[src/rtl/rsls_isqrt.sv]
// Pipelined integer square root, one result bit per stage (floor of sqrt).
// Carries a sideband word alongside; no package dependencies.
`default_nettype none

module rsls_isqrt #(
    parameter int IW = 62,
    parameter int SW = 1
) (
    input  wire logic                aclk,
    input  wire logic                aresetn,
    input  wire logic                en,
    input  wire logic                in_vld,
    input  wire logic [IW-1:0]       in_x,
    input  wire logic [SW-1:0]       in_side,
    output logic                     out_vld,
    output logic [IW/2-1:0]          out_root,
    output logic [SW-1:0]            out_side
);

    localparam int OW = IW / 2;

    logic          vld_reg  [0:OW];
    logic [IW:0]   rem_reg  [0:OW];
    logic [OW-1:0] root_reg [0:OW];
    logic [SW-1:0] side_reg [0:OW];

    always_ff @(posedge aclk) begin
        if (!aresetn) begin
            vld_reg[0] <= 1'b0;
        end else if (en) begin
            vld_reg[0] <= in_vld;
        end
    end

    always_ff @(posedge aclk) begin
        if (en) begin
            rem_reg[0]  <= {1'b0, in_x};
            root_reg[0] <= '0;
            side_reg[0] <= in_side;
        end
    end

    for (genvar j = 0; j < OW; j++) begin : g_step
        localparam int K = OW - 1 - j;
        logic [IW:0] trial;
        logic        take;

        assign trial = ({{(IW+1-OW){1'b0}}, root_reg[j]} << (K + 1))
                     | ((IW+1)'(1) << (2 * K));
        assign take  = rem_reg[j] >= trial;

        always_ff @(posedge aclk) begin
            if (!aresetn) begin
                vld_reg[j+1] <= 1'b0;
            end else if (en) begin
                vld_reg[j+1] <= vld_reg[j];
            end
        end

        always_ff @(posedge aclk) begin
            if (en) begin
                rem_reg[j+1]  <= take ? rem_reg[j] - trial : rem_reg[j];
                root_reg[j+1] <= take ? (root_reg[j] | (OW'(1) << K)) : root_reg[j];
                side_reg[j+1] <= side_reg[j];
            end
        end
    end

    assign out_vld  = vld_reg[OW];
    assign out_root = root_reg[OW];
    assign out_side = side_reg[OW];

endmodule

`default_nettype wire

[config.mk]
export PLATFORM = sky130hd
export DESIGN_NAME = rsls_isqrt
export DESIGN_NICKNAME = d
export VERILOG_FILES = /design/src/rtl/rsls_isqrt.sv
export SDC_FILE = /design/constraint.sdc
export NUM_CORES = 2
export LEC_CHECK = 0
export ABC_AREA = 0
export BUFFER_PORTS_ARGS = -buffer_cell sky130_fd_sc_hd__buf_2
export CAP_MARGIN = 10
export CORE_MARGIN = 1
export CORE_UTILIZATION = 35
export CTS_CLUSTER_SIZE = 12
export DETAILED_ROUTE_END_ITERATION = 12
export GPL_TIMING_DRIVEN = 0
export SKIP_CTS_REPAIR_TIMING = 1
export SLEW_MARGIN = 40
export SYNTH_ARGS = -nofsm -noshare
export SYNTH_HDL_FRONTEND = slang
export SYNTH_SLANG_ARGS = --single-unit
export TNS_END_PERCENT = 1
[constraint.sdc]
create_clock -name aclk -period 4.8 [get_ports aclk]
set_input_delay 0.96 -clock aclk [delete_from_list [all_inputs] [get_ports aclk]]
set_output_delay 0.96 -clock aclk [all_outputs]
set_load 0.05 [all_outputs]
==> impl_metrics.json <==
{
  "die_h_um": 585,
  "place_ws_ps": -239,
  "holdPathStages": 1,
  "worstSetupStartpointType": "register",
  "dp_hpwl_mm": 238,
  "vdd_drop_max_mv": 0.330,
  "drt_iter0_markers": 5116,
  "yosys.area.top_type": "edfxtp_1",
  "area_delta_synth_final_pct": 13.8,
  "period_share": 0.982,
  "cts_max_path_buffers": 4,
  "period_needed_ps": 4710,
  "cts_tree": "done",
  "clkSlewWorstSetupHoldPaths_ps": 60,
  "nNetsFinal": 10305,
  "cts_buffers": 288,
  "path_max_fanout": 10,
  "netlist_instances": 9288,
  "die-width_um": 585,
  "portBuffers": 99,
  "skew_ps": 74.0,
  "max_freq_mhz": 212,
  "leakage_uw": 0.0496,
  "first_global_vias": 76409,
  "grt_max_degree": 119,
  "ys_seq_area_frac": 0.635,
  "syn_avg_cell_area_um2": 12.8,
  "arrival_ps": 5330,
  "synth_top_area_frac": 0.635,
  "yosysWarnings": 0,
  "power_uw": 63400,
  "start_util": 0.352,
  "rsz0062_at_grt": "false",
  "core_um2": 337000,
  "ctsHtreeMaxLevel": 5,
  "min_path_type": "in -> reg",
  "path_class": "reg -> reg",
  "ant_nets": 0,
  "via_per_inst": 5.21,
  "synthDistinctLibCells": 94,
  "tightest_slew_ps": 896,
  "root_buffer": "clkbuf_16",
  "synth_edf_count": 2511,
  "routabilityCongestion": 0.954,
  "syn_nets": 9880,
  "die-area_um2": 342000,
  "row_count": 213,
  "clock_sinks": 2512,
  "syn_area_um2": 119000,
  "remaining_drc_errors": 0,
  "avgRoutedWirePerCell_um": 21.4,
  "final-hold-violation-count": 0,
  "first_pass_iters": 6,
  "yosysMostFrequentCell": "edfxtp_1",
  "yosys_most_used_dff": "edfxtp_1",
  "synth_area_leaders": "edfxtp_1 (63%), ha_1 (5.5%), xnor2_1 (3.4%)",
  "ios": 100,
  "slew_headroom": 0.403,
  "synth-seq-cells": 2512,
  "antenna_found_initial": 4,
  "final-setup-viol-count": 0,
  "drv_cap": 0,
  "crit_required_ps": 5420,
  "largest_reg_flops": 1952,
  "gr-total-overflow": 0,
  "vias": 75180,
  "outcome": "finished, final reports clean",
  "rr_worst_depth": 12,
  "crit_path_end_kind": "register",
  "grt_pass1_wl_mm": 462,
  "power_density_nw_per_um2": 469,
  "ys_async_sr_fraction": 0,
  "clock_latency_ps": 950,
  "grtUsageTotal": 0.176,
  "routed_wl_mm": 309,
  "setup_slack_ps": 86.3,
  "ys_top_cells_by_count": "edfxtp_1 (2511), inv_1 (667), nor2_1 (600)",
  "drv_slew": 0,
  "drive_above_1_share": 0.0756
}
## critical path, cell delays in order, from the launching register on
cell and delay (ps):
edfxtp_1 370, inv_1 60, ha_1 230, or3_1 370, o22ai_1 300, a211o_1 280
a41oi_1 280, a41oi_1 760, o21ai_1 450, a2111oi_4 590, buf_2 340, nand4_1 180
xnor2_1 180
## metrics by stage
stage | utilization | instances | hold WS (ps) | TNS, ps | area [µm²]
after floorplan | - | 9288 | 400 | 0 | 119000
after global placement | 0.371 | 13902 | 401 | - | 125000
after detailed placement | 0.374 | 13938 | 405 | -1660 | 126000
after CTS | 0.401 | 14433 | 122 | -1930 | 135000
after global routing | 0.401 | 14434 | 122 | 0 | 135000
final | 0.401 | 14436 | 184 | 0 | 135000
## per-layer routing
metal,vias up,global-route usage,wire [µm]
met4,0,0.0865,16200
li1,35887,-,-
met5,-,0,0
met3,633,0.0244,11500
met2,1788,0.345,169000
met1,36872,0.182,113000
## final cells by class
cell class,count,area [µm²]
diodes,3,7.51
plain buffers,184,724
clock buffers,351,7550
clock inverters,144,1550
fillers,31251,202000
inverters,671,2520
multi-input cells,5921,40500
flip-flops and latches,2512,75400
well taps,4515,5650
repair buffers,135,1270
## final timing paths
path                                        end             start  slack (ps)
worst min register to register     side_reg[16]      side_reg[15]         400
worst min-delay path             rem_reg[0][29]          in_x[29]         180
worst max register to register  rem_reg[1][937]  root_reg[14][33]          90
worst max-delay path            rem_reg[1][937]  root_reg[14][33]          90
## logic make-up (layout without fill, tap and decap cells)
logic type | count (synthesis) | count (layout) | share of synthesized area
adder cells (fa/ha/maj) | 525 | 525 | 0.0553
AO/OA/AOI/OAI | 1725 | 1725 | 0.0915
XOR/XNOR | 843 | 843 | 0.0621
other | 0 | 3 | 0
buffers and inverters | 855 | 1485 | 0.0272
flip-flops | 2512 | 2512 | 0.635
multiplexers | 90 | 90 | 0.00839
AND/OR/NAND/NOR | 2738 | 2738 | 0.121
## layout by cell type (no fill, tap or decap), drive strengths merged, types with 43 or more instances in the layout
master,instances
a211oi,54
a21o,184
a21oi,574
a31oi,43
and3,82
buf,158
clkbuf,511
clkinv,107
edfxtp,2511
ha,525
inv,680
mux2,77
nand2,558
nand2b,104
nand3,149
nand4,158
nor2,600
nor2b,62
nor3,260
nor4,323
nor4b,51
o211ai,45
o21a,86
o21ai,391
o21bai,56
o31ai,45
or3,95
or4,74
xnor2,464
xor2,379
## power breakdown
part           total, µW  switching (µW)  internal, µW
Clock              21300            8990         12300
Combinational      12500            7610          4850
Sequential         29600            2090         27600
Total              63400           18700         44700
Note: power is estimated with default switching activity, not from simulation.
