[config.mk]
export PLATFORM = sky130hd
export DESIGN_NAME = rsls_norm3
export DESIGN_NICKNAME = d
export VERILOG_FILES = /design/src/rtl/rsls_pkg.sv /design/src/rtl/rsls_norm3.sv
export SDC_FILE = /design/constraint.sdc
export NUM_CORES = 2
export LEC_CHECK = 0
export ABC_AREA = 0
export BUFFER_PORTS_ARGS = -buffer_cell sky130_fd_sc_hd__buf_4
export CAP_MARGIN = 0
export CORE_MARGIN = 10
export CORE_UTILIZATION = 47
export CTS_CLUSTER_SIZE = 24
export DETAILED_ROUTE_END_ITERATION = 12
export GPL_TIMING_DRIVEN = 0
export PLACE_DENSITY_LB_ADDON = 0.12
export SETUP_SLACK_MARGIN = 0.4
export SLEW_MARGIN = 15
export SYNTH_ARGS = -nofsm -noshare
export SYNTH_HDL_FRONTEND = slang
export SYNTH_SLANG_ARGS = --single-unit
[constraint.sdc]
create_clock -name aclk -period 5.3 [get_ports aclk]
set_input_delay 0.795 -clock aclk [delete_from_list [all_inputs] [get_ports aclk]]
set_output_delay 0.795 -clock aclk [all_outputs]
set_load 0.01 [all_outputs]
[src/rtl/rsls_pkg.sv]
// Shared types, register indexes and helpers for the ray-sphere Lambert shade unit.
// No dependencies; rsls_norm3 and the top-level unit refer to this package by scoped names.
`default_nettype none

package rsls_pkg;

    typedef logic signed [63:0] s64_t;

    typedef struct packed {
        logic hit;
        logic zs;
    } flags_t;

    localparam logic [2:0] REG_OFFSET_X = 3'd0;
    localparam logic [2:0] REG_OFFSET_Y = 3'd1;
    localparam logic [2:0] REG_OFFSET_Z = 3'd2;
    localparam logic [2:0] REG_VIEW_X   = 3'd3;
    localparam logic [2:0] REG_VIEW_Y   = 3'd4;
    localparam logic [2:0] REG_VIEW_Z   = 3'd5;
    localparam logic [2:0] REG_RADIUS   = 3'd6;

    function automatic logic signed [31:0] sat32(input logic signed [33:0] x);
        logic signed [31:0] r;
        if (x[33:31] != {3{x[33]}}) begin
            r = x[33] ? 32'sh8000_0000 : 32'sh7FFF_FFFF;
        end else begin
            r = x[31:0];
        end
        return r;
    endfunction

endpackage

`default_nettype wire

[src/rtl/rsls_norm3.sv]
// Block-exponent normalizer for a 3-vector: five stages (magnitude, max, byte scan,
// bit length, shift). Depends on rsls_pkg for the 64-bit signed type.
`default_nettype none

module rsls_norm3 #(
    parameter int HB = 30,
    parameter int SW = 1
) (
    input  wire logic                aclk,
    input  wire logic                aresetn,
    input  wire logic                en,
    input  wire logic                in_vld,
    input  wire rsls_pkg::s64_t      in_v0,
    input  wire rsls_pkg::s64_t      in_v1,
    input  wire rsls_pkg::s64_t      in_v2,
    input  wire logic [SW-1:0]       in_side,
    output logic                     out_vld,
    output logic signed [HB:0]       out_v0,
    output logic signed [HB:0]       out_v1,
    output logic signed [HB:0]       out_v2,
    output logic [SW-1:0]            out_side
);

    logic           vld_reg [1:5];
    logic [SW-1:0]  side_reg [1:5];
    rsls_pkg::s64_t v1_reg [3];
    rsls_pkg::s64_t v2_reg [3];
    rsls_pkg::s64_t v3_reg [3];
    rsls_pkg::s64_t v4_reg [3];
    logic [63:0]    mag1_reg [3];
    logic [63:0]    max2_reg;
    logic [7:0]     nz3_reg;
    logic [7:0][2:0] pos3_reg;
    logic [6:0]     blen4_reg;
    logic signed [HB:0] o_reg [3];

    logic [63:0]     max2_next;
    logic [7:0]      nz3_next;
    logic [7:0][2:0] pos3_next;
    logic [6:0]      blen4_next;
    logic signed [HB:0] o_next [3];

    always_ff @(posedge aclk) begin
        if (!aresetn) begin
            for (int i = 1; i <= 5; i++) vld_reg[i] <= 1'b0;
        end else if (en) begin
            vld_reg[1] <= in_vld;
            for (int i = 2; i <= 5; i++) vld_reg[i] <= vld_reg[i-1];
        end
    end

    always_comb begin
        max2_next = mag1_reg[0];
        if (mag1_reg[1] > max2_next) max2_next = mag1_reg[1];
        if (mag1_reg[2] > max2_next) max2_next = mag1_reg[2];
    end

    always_comb begin
        for (int c = 0; c < 8; c++) begin
            nz3_next[c]  = |max2_reg[8*c +: 8];
            pos3_next[c] = 3'd0;
            for (int b = 0; b < 8; b++) begin
                if (max2_reg[8*c + b]) pos3_next[c] = 3'(b);
            end
        end
    end

    always_comb begin
        blen4_next = 7'd0;
        for (int c = 0; c < 8; c++) begin
            if (nz3_reg[c]) blen4_next = 7'(8*c) + 7'(pos3_reg[c]) + 7'd1;
        end
    end

    always_comb begin
        logic [6:0] sh;
        rsls_pkg::s64_t t;
        sh = 7'd0;
        for (int i = 0; i < 3; i++) begin
            if (blen4_reg > 7'(HB)) begin
                sh = blen4_reg - 7'(HB);
                t  = v4_reg[i] >>> sh;
            end else begin
                sh = 7'(HB) - blen4_reg;
                t  = v4_reg[i] <<< sh;
            end
            o_next[i] = t[HB:0];
        end
    end

    always_ff @(posedge aclk) begin
        if (en) begin
            side_reg[1] <= in_side;
            for (int i = 2; i <= 5; i++) side_reg[i] <= side_reg[i-1];
            v1_reg[0] <= in_v0;
            v1_reg[1] <= in_v1;
            v1_reg[2] <= in_v2;
            mag1_reg[0] <= in_v0[63] ? 64'(-in_v0) : 64'(in_v0);
            mag1_reg[1] <= in_v1[63] ? 64'(-in_v1) : 64'(in_v1);
            mag1_reg[2] <= in_v2[63] ? 64'(-in_v2) : 64'(in_v2);
            for (int i = 0; i < 3; i++) begin
                v2_reg[i] <= v1_reg[i];
                v3_reg[i] <= v2_reg[i];
                v4_reg[i] <= v3_reg[i];
                o_reg[i]  <= o_next[i];
            end
            max2_reg  <= max2_next;
            nz3_reg   <= nz3_next;
            pos3_reg  <= pos3_next;
            blen4_reg <= blen4_next;
        end
    end

    assign out_vld  = vld_reg[5];
    assign out_side = side_reg[5];
    assign out_v0   = o_reg[0];
    assign out_v1   = o_reg[1];
    assign out_v2   = o_reg[2];

endmodule

`default_nettype wire

==> impl_results.rst <==
.. list-table::
   :header-rows: 1

   * - Metric
     - Value
   * - Die Outline Area
     - ~140000 um^2
   * - Avg Synthesized Cell Area
     - around 13 um^2
   * - Met2 track demand over resource
     - a little over half
   * - Vias in the first global route
     - between 40000 and 50000
   * - Minimum clock period
     - 5.448 ns
   * - Filler Cells Inserted
     - 10350
   * - Cell internal power dissipation
     - 18950 uW
   * - Yosys warning total
     - 0
   * - Cell-by-cell listing of the critical path
     - inv_1 -> ha_1 -> a21oi_1 -> o21ai_0 -> a221oi_2 -> nand4_1 -> o21ai_2 -> buf_8 -> buf_12 -> clkbuf_16 -> mux2i_4 -> ha_4 -> a21o_1 -> a21oi_2 -> nor2b_1 -> a211oi_2 -> o21ai_2 -> a211oi_4 -> a2bb2oi_2 -> buf_4 -> clkbuf_16 -> clkbuf_16 -> mux2i_1
   * - Post-DP Area
     - 64630 um^2
   * - Antenna violations before repair
     - 22
   * - Number of cells in the design after placement
     - 6526
   * - Result of the run
     - finished with violations
   * - RSZ-0062 raised after global routing
     - true
   * - Cells after Synth
     - 4562
   * - Via total after detailed routing
     - 44770
   * - Kind of start point of the critical path
     - flip-flop
   * - Min setup slack post-route
     - -0.1481 ns
   * - Clock group share of total power
     - 27.3%
   * - Post-Layout Inst Area
     - 71130 um^2
   * - Post-cts hold buffer count
     - 0
   * - Total negative slack
     - -5.286 ns
   * - Total track usage
     - ~35%
   * - Post-layout instance count excluding filler cells
     - 6840
   * - Logic pwr share
     - 32.8%
   * - Site Rows
     - 131
   * - Post-DP HPWL
     - 203800 um
   * - Synth cell types
     - 73
   * - Category of the critical setup timing path
     - reg2reg
   * - Drc violations
     - 0
   * - Maximum capacitance violations
     - 0
   * - Clk_lat worst skew
     - 0.77 ns
   * - EDFF count, synth
     - 1163
   * - Core area
     - ~130000 um^2
   * - Final setup violating endpoints
     - 61
   * - GR Util met3
     - 7.758%
   * - Max frequency
     - 183.5 MHz
   * - Top_reg_cell synth
     - sky130_fd_sc_hd__edfxtp_1
   * - Maximum ir drop on the vdd rail
     - between 0.0003 and 0.0004 V
   * - Remaining number of nets flagged by the antenna check after routing
     - 0
   * - Layer with the highest usage after global routing
     - met2
   * - Failing checks
     - setup timing
   * - Launch instance of the worst min-delay path
     - in_side
   * - Worst flop-to-flop path startpoint
     - mag1_reg[0][51]
   * - Depth of the most critical reg-to-reg path
     - 23
   * - Clock-pin slew on the worst setup and hold paths
     - 0.06 ns
   * - Number of vias per cell after detailed routing
     - 6.546
   * - Slowest stage delay, CP
     - 0.39 ns
   * - Max transition margin
     - 12.74%
   * - Ratio of final minimum period to clock period
     - 102.8%
   * - Global route total overflow
     - 0
   * - Top fanout value on the critical path
     - 6
   * - Share of layout cells above drive strength 1
     - 22.79%
   * - Number of detailed-route iterations in the first pass
     - 6
   * - Avg WL per Cell
     - approximately 38 um
   * - Number of top-level pins
     - 292
   * - Switching power summed over all nets
     - 10590 uW
   * - Share of the synthesized area in the top cell type
     - between 50 and 60%
   * - Worst EP arrival
     - roughly 6 ns
   * - Area added between synthesis and finish
     - 18.47%
   * - Switching share of total power
     - between 30 and 40%
   * - Number of max-slew violations in the final report
     - 0
   * - Syn nets
     - 4905
   * - Worst EP required
     - about 6 ns
   * - Commonest cells post-synth
     - sky130_fd_sc_hd__edfxtp_1 (1163), sky130_fd_sc_hd__nand2_1 (474), sky130_fd_sc_hd__mux2i_1 (355), sky130_fd_sc_hd__o21ai_0 (323), sky130_fd_sc_hd__a21oi_1 (230)
   * - Starting DRT DRC Count
     - ~6000
   * - Destination of the worst register-to-register timing path
     - max2_reg[46]
   * - Post-synthesis register bit count
     - roughly 1200
   * - Share of synthesized flip-flops with an asynchronous set or reset
     - 0%
   * - Leading post-synthesis cells by cell area
     - sky130_fd_sc_hd__edfxtp_1 (58%), sky130_fd_sc_hd__mux4_2 (8.1%), sky130_fd_sc_hd__mux2i_1 (5.9%), sky130_fd_sc_hd__ha_1 (3.0%), sky130_fd_sc_hd__nand2_1 (3.0%)
   * - DRT Wirelength
     - 258900 um
   * - Crit path capture type
     - flip-flop
   * - Level count of the clock H-tree
     - 3
   * - Yosys top cell by area
     - sky130_fd_sc_hd__edfxtp_1
   * - Cell area after technology mapping
     - roughly 60000 um^2
   * - Cell type with the highest occurrence count on the critical path
     - sky130_fd_sc_hd__clkbuf_16
   * - Final Hold Violating Endpoints
     - 0
   * - Fin nets
     - 5414
   * - Number of buffers created by CTS
     - 114
   * - Maximum number of pins on one net before global-route repair
     - about 180
   * - Global-route wire length before repair
     - around 350000 um
   * - Clock sink total
     - around 1200
   * - Starting density of the core
     - a little under half
   * - Areal power density over the cells
     - 415.2 nW/um^2
   * - IO Port Bufs
     - 291
   * - Sequential area share after synthesis
     - 58.17%
   * - Leakage power
     - 0.02567 uW
   * - Worst min-delay path class
     - in2reg
   * - Worst hold path endpoint
     - side_reg[0][1]
   * - Buffers from clock root to sink, at most
     - 3
   * - Worst hold stages
     - 1
   * - Share of total power in sequential cells
     - approximately two fifths
   * - Slowest stage cell, crit path
     - sky130_fd_sc_hd__a211oi_4
   * - Worst Max-Slew Pin Slew
     - 1.299 ns
   * - GPL Wtd Cong
     - 1.090
   * - Global-route track usage on met1
     - 44.88%
   * - Clock root buffer
     - sky130_fd_sc_hd__clkbuf_16
   * - TritonCTS clock tree
     - done
   * - Clock Skews
     - 0.04544 ns
   * - Library cell with the highest instance count after synthesis
     - sky130_fd_sc_hd__edfxtp_1
   * - Die Y-Extent
     - 377.4 um
   * - Worst reg-to-reg setup slack
     - -0.15 ns
   * - Die X
     - between 300 and 400 um
[worst max-delay path by stage]
stage                     startpoint            to  cells after the start  slack, ns
floorplan           mag1_reg[0][123]  max2_reg[13]                     20       0.42
global placement                  en  max2_reg[10]                      1      -6.44
detailed placement  mag1_reg[0][123]  max2_reg[39]                     19      -2.10
CTS                 mag1_reg[0][122]  max2_reg[58]                     23       0.17
global route          mag1_reg[0][1]   max2_reg[7]                     24      -0.19
finish               mag1_reg[0][51]  max2_reg[46]                     23      -0.15
[power by group through the flow]
stage | registers (uW) | logic (uW) | clock network (uW)
floorplan | 11800 | 4340 | 0
global placement | 12100 | 8510 | 0
detailed placement | 11900 | 8490 | 0
CTS | 11800 | 9090 | 8150
global route | 11800 | 9880 | 8520
finish | 11800 | 9690 | 8050
[per-stage QoR]
step | util (%) | worst slack, ns | power (uW) | hold slack [ns]
after detailed placement | 50.81 | -2.099 | 20410 | 0.4045
after CTS | 55.35 | 0.1729 | 29000 | 0.1806
after global routing | 55.91 | -0.1911 | 30250 | 0.1879
after floorplan | - | 0.4222 | 16100 | 0.4003
final | 55.92 | -0.1481 | 29530 | 0.2179
after global placement | 50.58 | -6.438 | 20560 | 0.4003
[critical path: cells and delay by family (launching register included)]
| family | cells | cell delay [ns] |
|---|---|---|
| compound gates | 10 | 2.28 |
| buf+inv | 7 | 1.07 |
| fa+ha+maj | 2 | 0.57 |
| mux | 2 | 0.50 |
| simple gates | 2 | 0.46 |
| flops | 1 | 0.38 |
[metal layers]
layer	wire length, um	vias to the layer above
met5	80	-
met4	21970	12
met3	23940	793
met2	115000	3064
met1	97870	22190
li1	-	18710
[placed cells by master (no fill, tap or decap), types with 21 or more instances in the layout]
master                      Yosys  final
sky130_fd_sc_hd__ha_1         146    125
sky130_fd_sc_hd__nor3_1        37     32
sky130_fd_sc_hd__clkinv_2       0     21
sky130_fd_sc_hd__o22ai_1       26     25
sky130_fd_sc_hd__a21oi_1      230    211
sky130_fd_sc_hd__xnor2_1      192    189
sky130_fd_sc_hd__o211ai_1      64     64
sky130_fd_sc_hd__or3_1         38     38
sky130_fd_sc_hd__a211oi_1      74     67
sky130_fd_sc_hd__buf_2         13     24
sky130_fd_sc_hd__inv_1        146    142
sky130_fd_sc_hd__edfxtp_1    1163   1163
sky130_fd_sc_hd__mux2i_1      355    295
sky130_fd_sc_hd__nand2_1      474    468
sky130_fd_sc_hd__a21o_1        21     21
sky130_fd_sc_hd__buf_4          0    359
sky130_fd_sc_hd__nor2b_1       21     21
sky130_fd_sc_hd__nor2_1       208    202
sky130_fd_sc_hd__mux2_2        83     81
sky130_fd_sc_hd__o21ai_0      323    308
sky130_fd_sc_hd__clkbuf_2       1     52
sky130_fd_sc_hd__ha_4           0     21
sky130_fd_sc_hd__clkbuf_16      0    130
sky130_fd_sc_hd__clkbuf_1     199    162
sky130_fd_sc_hd__mux4_2       215    215
sky130_fd_sc_hd__clkinv_1       1     26
sky130_fd_sc_hd__nand4_1       39     39
sky130_fd_sc_hd__o41ai_1       28     28
sky130_fd_sc_hd__buf_1         62     24
sky130_fd_sc_hd__o31ai_1       63     63
sky130_fd_sc_hd__mux2i_4        0     40
sky130_fd_sc_hd__nand3_1       60     58
[repair_timing]
action                     in CTS  in global routing
gates resized for setup       323                115
cloned                         10                  3
buffers inserted               41                 37
pin swaps                      22                 22
setup endpoints to repair     157                134
[cell families after synthesis]
family          share of synthesized area [%]
xor+xnor                                2.947
flops                                   58.17
simple gates                            7.610
buf+inv                                 2.680
fa+ha+maj                               3.042
mux                                     15.54
compound gates                          10.02
[cell type report]
cell class / instances / area [um^2] / share of cell area, %
repair buffers: 393 / 3396 / 4.774
plain buffers: 275 / 1499 / 2.107
clock inverters: 81 / 784.5 / 1.103
multi-input cells: 2975 / 24920 / 35.04
well taps: 1662 / 2079 / 2.923
clock buffers: 133 / 2945 / 4.141
flip-flops and latches: 1163 / 34920 / 49.10
diodes: 9 / 22.52 / 0.03166
inverters: 149 / 559.3 / 0.7863
Power figures use the tool's default switching activity.
